## src/hw/rtl/wbps_pkg.sv

```systemverilog
`default_nettype none
package wbps_pkg;

   localparam int BYTE_W       = 8;
   localparam int CFG_WORD_W   = 64;
   localparam int MASK_W       = 16;
   localparam int LEN_REG_W    = 5;
   localparam int CSR_INDEX_W  = 8;
   localparam int OFFSET_OUT_W = 32;

   typedef enum logic [CSR_INDEX_W-1:0] {
      CSR_PATTERN_LOW    = 8'd0,
      CSR_PATTERN_HIGH   = 8'd1,
      CSR_WILDCARD_MASK  = 8'd2,
      CSR_PATTERN_LENGTH = 8'd3
   } csr_index_type;

   typedef struct packed {
      logic [BYTE_W-1:0] pattern;
      logic              wild;
   } cell_ctl_type;

endpackage
`default_nettype wire

```

## src/hw/rtl/wbps_cell.sv

```systemverilog
`default_nettype none
module wbps_cell
   import wbps_pkg::*;
#(
   parameter bit KEEP = 1'b1
) (
   input  wire logic              clock,
   input  wire logic              advance,
   input  wire logic [BYTE_W-1:0] byte_in,
   input  wire cell_ctl_type      ctl,
   output logic                   hit,
   output logic [BYTE_W-1:0]      byte_out
);

   assign hit = ctl.wild || (byte_in == ctl.pattern);

   generate
      if (KEEP) begin : g_keep
         logic [BYTE_W-1:0] held_ff;
         logic [BYTE_W-1:0] held_in;

         assign held_in = advance ? byte_in : held_ff;

         always_ff @(posedge clock) begin
            held_ff <= held_in;
         end

         assign byte_out = held_ff;
      end else begin : g_end
         assign byte_out = '0;
      end
   endgenerate

endmodule
`default_nettype wire

```

## src/hw/rtl/wbps_cfg.sv

```systemverilog
`default_nettype none
module wbps_cfg
   import wbps_pkg::*;
#(
   parameter  int PATTERN_MAX = 16,
   localparam int IDX_W       = (PATTERN_MAX > 1) ? $clog2(PATTERN_MAX) : 1
) (
   input  wire logic                              clock,
   input  wire logic                              reset,
   input  wire logic                              csr_valid,
   input  wire logic [CSR_INDEX_W-1:0]            csr_index,
   input  wire logic [CFG_WORD_W-1:0]             csr_wdata,
   output cell_ctl_type [PATTERN_MAX-1:0]         cell_ctl,
   output logic [IDX_W-1:0]                       len_m1
);

   logic [CFG_WORD_W-1:0] pattern_low_ff, pattern_low_in;
   logic [CFG_WORD_W-1:0] pattern_high_ff, pattern_high_in;
   logic [MASK_W-1:0]     mask_ff, mask_in;
   logic [LEN_REG_W-1:0]  length_ff, length_in;

   logic [2*CFG_WORD_W-1:0]        pattern_all;
   logic [BYTE_W-1:0]              pat_bytes [PATTERN_MAX];
   logic [IDX_W-1:0]               len_m1_ff, len_m1_in;
   cell_ctl_type [PATTERN_MAX-1:0] ctl_ff, ctl_in;

   always_comb begin
      pattern_low_in  = pattern_low_ff;
      pattern_high_in = pattern_high_ff;
      mask_in         = mask_ff;
      length_in       = length_ff;
      if (csr_valid) begin
         case (csr_index)
            CSR_PATTERN_LOW:    pattern_low_in  = csr_wdata;
            CSR_PATTERN_HIGH:   pattern_high_in = csr_wdata;
            CSR_WILDCARD_MASK:  mask_in         = csr_wdata[MASK_W-1:0];
            CSR_PATTERN_LENGTH: length_in       = csr_wdata[LEN_REG_W-1:0];
            default: ;
         endcase
      end
   end

   assign pattern_all = {pattern_high_ff, pattern_low_ff};

   generate
      for (genvar m = 0; m < PATTERN_MAX; m++) begin : g_bytes
         assign pat_bytes[m] = pattern_all[m*BYTE_W +: BYTE_W];
      end
   endgenerate

   // clamp the length to one..PATTERN_MAX
   always_comb begin
      if (length_ff == '0) begin
         len_m1_in = '0;
      end else if (length_ff > LEN_REG_W'(PATTERN_MAX)) begin
         len_m1_in = IDX_W'(PATTERN_MAX - 1);
      end else begin
         len_m1_in = IDX_W'(length_ff - LEN_REG_W'(1));
      end
   end

   // cell j sees the byte j places back, which meets pattern byte len-1-j
   always_comb begin
      logic [IDX_W-1:0] k;
      k = '0;
      for (int j = 0; j < PATTERN_MAX; j++) begin
         k = len_m1_in - IDX_W'(j);
         if (IDX_W'(j) <= len_m1_in) begin
            ctl_in[j].pattern = pat_bytes[k];
            ctl_in[j].wild    = mask_ff[k];
         end else begin
            ctl_in[j].pattern = '0;
            ctl_in[j].wild    = 1'b1;
         end
      end
   end

   always_ff @(posedge clock) begin
      if (reset) begin
         pattern_low_ff  <= '0;
         pattern_high_ff <= '0;
         mask_ff         <= '0;
         length_ff       <= LEN_REG_W'(1);
         len_m1_ff       <= '0;
         for (int j = 0; j < PATTERN_MAX; j++) begin
            ctl_ff[j].pattern <= '0;
            ctl_ff[j].wild    <= (j != 0);
         end
      end else begin
         pattern_low_ff  <= pattern_low_in;
         pattern_high_ff <= pattern_high_in;
         mask_ff         <= mask_in;
         length_ff       <= length_in;
         len_m1_ff       <= len_m1_in;
         ctl_ff          <= ctl_in;
      end
   end

   assign cell_ctl = ctl_ff;
   assign len_m1   = len_m1_ff;

endmodule
`default_nettype wire

```

## src/hw/rtl/wildcard_byte_pattern_scan.sv

```systemverilog
// Wildcard byte pattern scan.
// Bytes of a memory image enter on the req_ stream, one word per byte, with
// req_tlast on the final byte of the image. Each image yields exactly one
// word on the rsp_ stream: rsp_tuser high with the offset of the first match
// in rsp_tdata, or rsp_tuser low and zero offset when the image ends without
// a match. Bytes after a match produce nothing until the image ends.
// The pattern (up to PATTERN_MAX bytes), wildcard mask and length sit in
// registers written over the csr_ port between images; req_tready drops in
// the cycle after each write, so the next byte sees the new values.
// Throughput is one byte per cycle unless stalled: a row of cells holds the
// byte window and compares every position in parallel, and the result is
// registered, so a response appears in the cycle after the byte that
// completes it. req_tready stays high while the response register is empty
// or being taken and no write is pending; a stalled receiver holds the
// response and stalls the input. Reset clears the position count, match
// flag, response register and all config registers (length back to one).
`default_nettype none
module wildcard_byte_pattern_scan
   import wbps_pkg::*;
#(
   parameter int PATTERN_MAX = 16,
   parameter int OFFSET_BITS = 32
) (
   input  wire logic                    clock,
   input  wire logic                    reset,
   input  wire logic                    req_tvalid,
   output logic                         req_tready,
   input  wire logic [BYTE_W-1:0]       req_tdata,   // data_byte
   input  wire logic                    req_tlast,   // last_byte
   output logic                         rsp_tvalid,
   input  wire logic                    rsp_tready,
   output logic [OFFSET_OUT_W-1:0]      rsp_tdata,   // match_offset
   output logic                         rsp_tuser,   // found
   input  wire logic                    csr_valid,
   output logic                         csr_ready,
   input  wire logic [CSR_INDEX_W-1:0]  csr_index,
   input  wire logic [CFG_WORD_W-1:0]   csr_wdata
);

   localparam int IDX_W = (PATTERN_MAX > 1) ? $clog2(PATTERN_MAX) : 1;

   cell_ctl_type [PATTERN_MAX-1:0] cell_ctl;
   logic [IDX_W-1:0]               len_m1;
   logic [BYTE_W-1:0]              chain [PATTERN_MAX];
   logic [PATTERN_MAX-1:0]         hits;

   logic                      in_accept;
   logic [OFFSET_BITS-1:0]    pos_ff, pos_in;
   logic                      matched_ff, matched_in;
   logic                      rsp_valid_ff, rsp_valid_in;
   logic                      rsp_found_ff, rsp_found_in;
   logic [OFFSET_OUT_W-1:0]   rsp_offset_ff, rsp_offset_in;
   logic                      cfg_wait_ff, cfg_wait_in;
   logic [OFFSET_BITS-1:0]    start_pos;
   logic                      reach;
   logic                      match;

   assign csr_ready = 1'b1;

   wbps_cfg #(
      .PATTERN_MAX (PATTERN_MAX)
   ) u_cfg (
      .clock     (clock),
      .reset     (reset),
      .csr_valid (csr_valid),
      .csr_index (csr_index),
      .csr_wdata (csr_wdata),
      .cell_ctl  (cell_ctl),
      .len_m1    (len_m1)
   );

   assign chain[0] = req_tdata;

   generate
      for (genvar j = 0; j < PATTERN_MAX; j++) begin : g_cell
         if (j < PATTERN_MAX - 1) begin : g_mid
            wbps_cell #(
               .KEEP (1'b1)
            ) u_cell (
               .clock    (clock),
               .advance  (in_accept),
               .byte_in  (chain[j]),
               .ctl      (cell_ctl[j]),
               .hit      (hits[j]),
               .byte_out (chain[j+1])
            );
         end else begin : g_tail
            wbps_cell #(
               .KEEP (1'b0)
            ) u_cell (
               .clock    (clock),
               .advance  (in_accept),
               .byte_in  (chain[j]),
               .ctl      (cell_ctl[j]),
               .hit      (hits[j]),
               .byte_out ()
            );
         end
      end
   endgenerate

   // hold the input while a fresh register write settles into the cells
   assign cfg_wait_in = csr_valid && csr_ready;

   assign req_tready = (!rsp_valid_ff || rsp_tready) && !cfg_wait_ff;
   assign in_accept  = req_tvalid && req_tready;

   assign reach     = pos_ff >= OFFSET_BITS'(len_m1);
   assign match     = reach && (&hits);
   assign start_pos = pos_ff - OFFSET_BITS'(len_m1);

   always_comb begin
      pos_in        = pos_ff;
      matched_in    = matched_ff;
      rsp_valid_in  = rsp_valid_ff && !rsp_tready;
      rsp_found_in  = rsp_found_ff;
      rsp_offset_in = rsp_offset_ff;
      if (in_accept) begin
         if (!matched_ff) begin
            if (match) begin
               rsp_valid_in  = 1'b1;
               rsp_found_in  = 1'b1;
               rsp_offset_in = OFFSET_OUT_W'(start_pos);
               matched_in    = 1'b1;
            end else if (req_tlast) begin
               rsp_valid_in  = 1'b1;
               rsp_found_in  = 1'b0;
               rsp_offset_in = '0;
            end
            if (pos_ff != '1) begin
               pos_in = pos_ff + OFFSET_BITS'(1);
            end
         end
         if (req_tlast) begin
            pos_in     = '0;
            matched_in = 1'b0;
         end
      end
   end

   always_ff @(posedge clock) begin
      if (reset) begin
         pos_ff       <= '0;
         matched_ff   <= 1'b0;
         rsp_valid_ff <= 1'b0;
         cfg_wait_ff  <= 1'b0;
      end else begin
         pos_ff       <= pos_in;
         matched_ff   <= matched_in;
         rsp_valid_ff <= rsp_valid_in;
         cfg_wait_ff  <= cfg_wait_in;
      end
   end

   always_ff @(posedge clock) begin
      rsp_found_ff  <= rsp_found_in;
      rsp_offset_ff <= rsp_offset_in;
   end

   assign rsp_tvalid = rsp_valid_ff;
   assign rsp_tuser  = rsp_found_ff;
   assign rsp_tdata  = rsp_offset_ff;

   a_notfound_zero: assert property (@(posedge clock) disable iff (reset)
      rsp_tvalid && !rsp_tuser |-> rsp_tdata == '0)
      else $error("not-found response with nonzero offset");

   a_image_clear: assert property (@(posedge clock) disable iff (reset)
      in_accept && req_tlast |=> pos_ff == '0 && !matched_ff)
      else $error("image state not cleared after last byte");

   a_no_second_result: assert property (@(posedge clock) disable iff (reset)
      in_accept && matched_ff |=> rsp_valid_ff == ($past(rsp_valid_ff) && !$past(rsp_tready)))
      else $error("response produced after match already reported");

   a_stall_cause: assert property (@(posedge clock) disable iff (reset)
      !req_tready |-> (rsp_valid_ff && !rsp_tready) || cfg_wait_ff)
      else $error("input stalled without a held response or register write");

endmodule
`default_nettype wire
```

## config.mk

```make
export PLATFORM = sky130hd
export DESIGN_NAME = wildcard_byte_pattern_scan
export DESIGN_NICKNAME = d
export VERILOG_FILES = /design/src/hw/rtl/wbps_pkg.sv /design/src/hw/rtl/wbps_cell.sv /design/src/hw/rtl/wbps_cfg.sv /design/src/hw/rtl/wildcard_byte_pattern_scan.sv
export SDC_FILE = /design/constraint.sdc
export NUM_CORES = 1
export LEC_CHECK = 0
export ABC_AREA = 1
export BUFFER_PORTS_ARGS = -buffer_cell sky130_fd_sc_hd__buf_2
export CORE_ASPECT_RATIO = 1.75
export CORE_UTILIZATION = 60
export CTS_CLUSTER_DIAMETER = 120
export CTS_CLUSTER_SIZE = 16
export DETAILED_ROUTE_END_ITERATION = 8
export GPL_ROUTABILITY_DRIVEN = 1
export PLACE_DENSITY = 0.84
export SYNTH_ARGS = -nofsm -noshare
export SYNTH_HDL_FRONTEND = slang
export SYNTH_SLANG_ARGS = --single-unit
```

## constraint.sdc

```tcl
create_clock -name clock -period 4.7 [get_ports clock]
set_input_delay 0.235 -clock clock [delete_from_list [all_inputs] [get_ports clock]]
set_output_delay 0.235 -clock clock [all_outputs]
set_load 0.02 [all_outputs]
```

## Yosys cells after proc, flatten, opt, wreduce, memory -nomap -nowiden

Cells that the tools add are included.

- $add $sub $neg: 18
- $mul: 0
- Divide/modulo/power cells: 0
- Order comparisons: 50
- Eq/ne operators: 21
- Shift operators: 0
- Muxes and demuxes: 96
- Bitwise operators: 33
- Reductions and logical operators: 51

Operator list:

| kind | count |
|---|---|
| binary-select mux 8 bit (select 4 bit) | 16 |
| two-way mux 8 bit | 32 |
| two-way mux 32 bit | 5 |
| equality test 8 bit | 16 |
| >= comparator 5 bit, second input constant | 16 |
| less-than comparator 4 x 5 -> 1 bit, second input constant | 16 |
| inverter 4 -> 5 bit | 16 |
| binary-select mux 1 bit (select 4 bit) | 16 |
| adder 32 x 1 -> 32 bit, second input constant | 1 |
| >= comparator 32 x 4 -> 1 bit | 1 |
| less-or-equal comparator 4 bit, first input constant | 8 |
| inequality test 32 bit, second input constant | 1 |
| OR reduction 2 bit | 16 |
| subtractor 32 x 4 -> 32 bit | 1 |
| subtractor 4 bit, second input constant | 8 |
| two-way mux 1 bit | 25 |
| logical OR 1 bit | 17 |
| inverter 1 bit | 17 |
| equality test 8 x 2 -> 1 bit, second input constant | 2 |
| less-or-equal comparator 3 x 4 -> 1 bit, first input constant | 4 |
| AND reduction 16 bit | 1 |
| subtractor 4 x 3 -> 4 bit, second input constant | 4 |
| equality test 8 x 1 -> 1 bit, second input constant | 1 |
| less-or-equal comparator 1 x 4 -> 1 bit, first input constant | 2 |
| 13 further kinds | 27 |

- Register bits after elaboration: 485
- Latch bits: 0
- Memory bits (writable): 0
- ROM bits: 0
- Bits of input ports: 86
- Output and inout bits: 36
- Logic and storage cells: 327
- Memories kept: 0

## Depth between registers and ports, before layout

- Depth in word-level cells: 8
- Gate-level depth with buffers: 18
- Mapped depth without buffers: 14

## By module

Synthesis repeated with hierarchy kept, for this count alone.

- Cell total of the unflattened synthesis: 3818
- Area total of the unflattened synthesis: 26447.9 um^2

Modules (own cells, without submodules):

| module | times used | cells an instance | area each (um^2) | seq. area each (um^2) |
|---|---|---|---|---|
| wbps_cfg | 1 | 2540 | 16111.7 | 5945.7 |
| wbps_cell at g_cell[0].g_mid.u_cell ... | 15 | 37 | 374.1 | 240.2 |
| wildcard_byte_pattern_scan | 1 | 685 | 4526.8 | 1691.6 |
| wbps_cell at g_cell[15].g_tail.u_cell | 1 | 38 | 197.7 | 0.0 |

## Worst setup path after synthesis

OpenSTA, ideal clock, no wires.

- Kind: reg-to-reg
- Start point: reg rsp_valid_ff (netlist: rsp_tvalid)
- End point: reg pos_ff[22]
- Setup time: 0.126 ns
- Data arrival time: 4.324 ns
- Data required time: 4.574 ns
- Path slack: 0.250 ns
- Stages on the path, launching flop included: 10
- Path buffers: 1
- Clock period less this slack: 4.450 ns
- Path through: dfxtp_1 -> a21oi_1 -> nand2_1 -> inv_1 -> nand2_1 -> nand2_2 -> buf_6 -> nand3_2 -> o21ai_0 -> a21oi_1

- Cells in the longest elaborated chain, start to end: 5

Ends and longest elaborated chain:

| element | RTL line | text |
|---|---|---|
| from (decl) | wildcard_byte_pattern_scan.sv:50 | `logic rsp_valid_ff, rsp_valid_in;` |
| from (signal assigned) | wildcard_byte_pattern_scan.sv:150 | `rsp_valid_ff <= rsp_valid_in;` |
| zero test 1 bit | wildcard_byte_pattern_scan.sv:105 | `assign req_tready = (!rsp_valid_ff \|\| rsp_tready) && !cfg_wait_ff;` |
| logical OR 1 bit | wildcard_byte_pattern_scan.sv:105 |  |
| logical AND 1 bit | wildcard_byte_pattern_scan.sv:105 |  |
| named net req_tready | wildcard_byte_pattern_scan.sv:27 | `output logic req_tready,` |
| logical AND 1 bit | wildcard_byte_pattern_scan.sv:106 | `assign in_accept = req_tvalid && req_tready;` |
| named net g_cell[0].g_mid.u_cell.advance | wbps_cell.sv:8 | `input wire logic advance,` |
| AND reduction 3 bit (no source line) | - |  |
| to (signal assigned) | wildcard_byte_pattern_scan.sv:148 | `pos_ff <= pos_in;` |
| to (decl) | wildcard_byte_pattern_scan.sv:48 | `logic [OFFSET_BITS-1:0] pos_ff, pos_in;` |

The timed path passes the listed nets, and every way through them passes these cells.
A chain may end at the register's enable or synchronous reset.

## Worst setup path in the final report

- Start point: reg u_cfg.length_ff[0]
- End point: reg u_cfg.ctl_ff, in the netlist u_cfg.cell_ctl[30]

- Cells in the longest elaborated chain, start to end: 8
- Elaborated cells between the ends (all ways): 13
- Those cells by class: 2 x add/sub; 2 x order compare; 5 x mux; 2 x bitwise; 2 x reduce/logical

Ends and longest elaborated chain:

| element | RTL line | text |
|---|---|---|
| from (decl) | wbps_cfg.sv:20 | `logic [LEN_REG_W-1:0] length_ff, length_in;` |
| from (signal assigned) | wbps_cfg.sv:93 | `length_ff <= length_in;` |
| subtractor 4 x 1 -> 4 bit or > comparator 5 bit (tied branches) | wbps_cfg.sv:58, wbps_cfg.sv:55 |  |
| two-way mux 4 bit | wbps_cfg.sv:55 | `end else if (length_ff > LEN_REG_W'(PATTERN_MAX)) begin` |
| two-way mux 4 bit * | wbps_cfg.sv:53 | `if (length_ff == '0) begin` |
| subtractor 4 x 2 -> 4 bit | wbps_cfg.sv:67 | `k = len_m1_in - IDX_W'(j);` |
| inverter 4 -> 5 bit (implied by the code) | wbps_cfg.sv:69 | `ctl_in[j].pattern = pat_bytes[k];` |
| binary-select mux 8 bit (select 4 bit) | wbps_cfg.sv:69 |  |
| two-way mux 8 bit (implied by the code) (2 in series) | wbps_cfg.sv:69 |  |
| to (signal assigned) | wbps_cfg.sv:95 | `ctl_ff <= ctl_in;` |
| to (decl) | wbps_cfg.sv:25 | `cell_ctl_type [PATTERN_MAX-1:0] ctl_ff, ctl_in;` |

Every way passes the cells marked *; elsewhere a longest branch is shown, timed or not. The select of a mux whose other input is x is not followed.

==> flow_summary.ini <==
[power_and_ir_drop]
p_total_w = 0.00796
vdd_drop_max_mv = 0.330
combPwrFrac = 0.058
pwr-share-clk = 0.376
swShare = 0.244
power.switching_w = 0.00195
power_density_mw_per_mm2 = 297
sequentialPowerShare = 0.567
leakage_nw = 9.99
p_int_w = 0.00602

[clock_tree]
clk_pin_slew_ns = 0.08
htreeDepth = 2
cts_tree = done
clock_path_buffers = 3
root_buffer = clkbuf_16
cts_sinks = 485
numCtsBuffers = 36
clkLatencyLatePin_ns = 0.57

[timing]
relSlewSlack = -0.0683
whs_ns = 0.0144
max_freq_mhz = 243
finalSetupTns_ns = 0
fin_skew_ns = 0.0181
rsz0062_at_grt = no
hold_violations = 0
finalCriticalPeriod_ns = 4.12
tightest_slew_ns = 1.59
final-setup-viol-count = 0
maxSlewViolCount = 6
fin_crit_sh = 0.877
setup_slack_ns = 0.580

[critical_path]
cp_max_fo = 84
cp.required_ns = 5.19
critPathKind = reg2reg
crit_path_end_kind = flop
crit_path_start_kind = flop
critPathArrivalTime_ns = 4.61

[cells_and_area]
layout_commonest_cell = nand2_1
fin_nets = 3468
multiInputGateArea_mm2 = 0.0115
fillers = 3207
area_growth_pct = 10.7
mostFrequentLayoutCells = nand2_1, o21ai_0, nor2_1, dfxtp_1, inv_1
seq_area_mm2 = 0.0112
drive_above_1_share = 0.0740

[routing]
route.detailed.drc = 0
wl_met3_mm = 8.84
wl_met1_mm = 30.1
vias = 23700
dr_wl_met2_mm = 45.7
avgRoutedWirePerCell_um = 25.2
totalWireLength_mm = 97.9
top_layer_used = met5
dr.pass1.iters = 6
drt_first_iter_violations = 2552
vias_per_cell = 6.10
antenna_left = 0

[yosys]
synth_edf_count = 153
synth_area_per_cell_um2 = 7.44
yosysWarnings = 0
async_flop_share = 0
syn-instance-count = 3259
ys_types = 52
syn_area_mm2 = 0.0242
synth-main-ff-cell = dfxtp_1
postSynthNetCount = 3366
ys_seq_area_frac = 0.464
yosys_register_bits = 485

[floorplanning]
ios = 122
die-width_um = 154
rows = 97
design.core.area_mm2 = 0.0399
start_util = 0.607
dieArea_mm2 = 0.0413
die_y_um = 268

[grt]
grt_pass1_vias = 22200
grt_pass1_wl_mm = 141
overflow = 0
grt_antenna_before_repair = 5
grt.total_usage = 0.477
grt_start_max_net_pins = 104

[placed_design]
dp_hpwl_mm = 73.3
finalWeightedCongestion = 1.05
preCtsSetupSlack_ns = 1.05
io_buffers = 120

[flow_run]
maxCapViolCount = 3

[outcome]
status = finished with violations
violations = capacitance limit, slew limit

[hold_path]
hp-class = in2reg
[path summary, 6_finish.rpt]
kind         cells after the start               startpoint  slack (ns)                        end
max                             13       u_cfg.length_ff[0]        0.58         u_cfg.cell_ctl[30]
min reg2reg                      2  u_cfg.pattern_low_ff[0]        0.47    u_cfg.pattern_low_ff[0]
min                              3            csr_wdata[53]        0.01  u_cfg.pattern_high_ff[53]
max reg2reg                     13       u_cfg.length_ff[0]        0.58         u_cfg.cell_ctl[30]
[power groups by stage]
stage	registers (W)	clock network, W	logic (W)
after global placement	0.00459	0	0.000382
after detailed placement	0.00460	0	0.000395
after global routing	0.00451	0.00312	0.000488
after floorplan	0.00456	0	0.000236
final	0.00451	0.00299	0.000458
after CTS	0.00450	0.00297	0.000440
[routing by layer]
layer  vias to the layer above  GRT usage
li1                      10800          -
met1                     10800      0.458
met2                      1506      0.797
met3                       522      0.117
met4                         2      0.535
met5                         -    0.00476
[worst max-delay path, cell delays in order (launching register included)]
cell and delay (ns):
dfxtp_1 0.32, inv_1 0.11, ha_1 0.30, nand4_2 0.20, nand2_1 0.20, nand2_8 0.28, inv_2 0.19, ha_2 0.30
buf_4 0.32, o21ai_0 1.30, nand2_1 0.10, o21ai_1 0.19, nor2_1 0.07, nor2_1 0.13
[synth_stat cells (4+ instances only)]
cell      number  area (µm²)
nor4_1         6        37.5
o21ai_0      577        2890
xnor2_1      123        1080
nand4_1       17         106
clkbuf_1      91         342
mux2i_1       11         110
nor3_1        27         135
xor2_2         4        65.1
buf_4          4        30.0
a21oi_1      140         701
o21ai_1       76         380
dfxtp_1      332        6650
nor2_1       486        1820
and2_1         7        43.8
nand3_1       77         385
buf_1         15        56.3
o21a_1        12        90.1
inv_1        203         762
buf_2         60         300
edfxtp_1     153        4590
inv_2         12        45.0
ha_1          20         250
nand2_1      736        2760
xor2_1        27         236
[through the flow]
step	utilization	cells	area, µm²
after global routing	0.672	3878	26800
after CTS	0.672	3875	26800
after detailed placement	0.631	3755	25200
after floorplan	-	3259	24200
final	0.672	3880	26800
after global placement	0.631	3755	25200
[registers in the layout (all words and copies together), names as in the netlist, 4 cells and up]
signal / cells
u_cfg.length_ff: 5
u_cfg.pattern_high_ff: 64
pos_ff: 32
u_cfg.len_m1: 4
u_cfg.cell_ctl: 144
u_cfg.mask_ff: 16
u_cfg.pattern_low_ff: 64
rsp_tdata: 32
g_cell.g_mid.u_cell.byte_out: 120
[repair_timing]
action                                  in CTS  in global routing
endpoints found under the setup margin       0                  0
setup buffers                                0                  0
hold buffers                                63                  0
endpoints found under the hold margin      101                  0
resized for setup                            0                  0
[final cells by class]
| cell class | count | area share |
|---|---|---|
| Tap cell | 495 | 0.0231 |
| Sequential cell | 485 | 0.419 |
| Timing Repair Buffer | 236 | 0.0616 |
| Multi-Input combinational cell | 2383 | 0.427 |
| Inverter | 219 | 0.0309 |
| Clock buffer | 53 | 0.0359 |
| Clock inverter | 4 | 0.00228 |
| Antenna cell | 5 | 0.000466 |
[cell families (layout without fill, tap and decap cells)]
family	count (synthesis)	in the layout	synth area share
XOR/XNOR	156	156	0.0591
AND/OR/NAND/NOR	1374	1374	0.224
buffers and inverters	391	512	0.0650
flip-flops	485	485	0.464
AO/OA/AOI/OAI	820	820	0.172
multiplexers	11	11	0.00454
other	1	6	0.000155
adder cells (fa/ha/maj)	21	21	0.0111
Power figures use the tool's default switching activity.
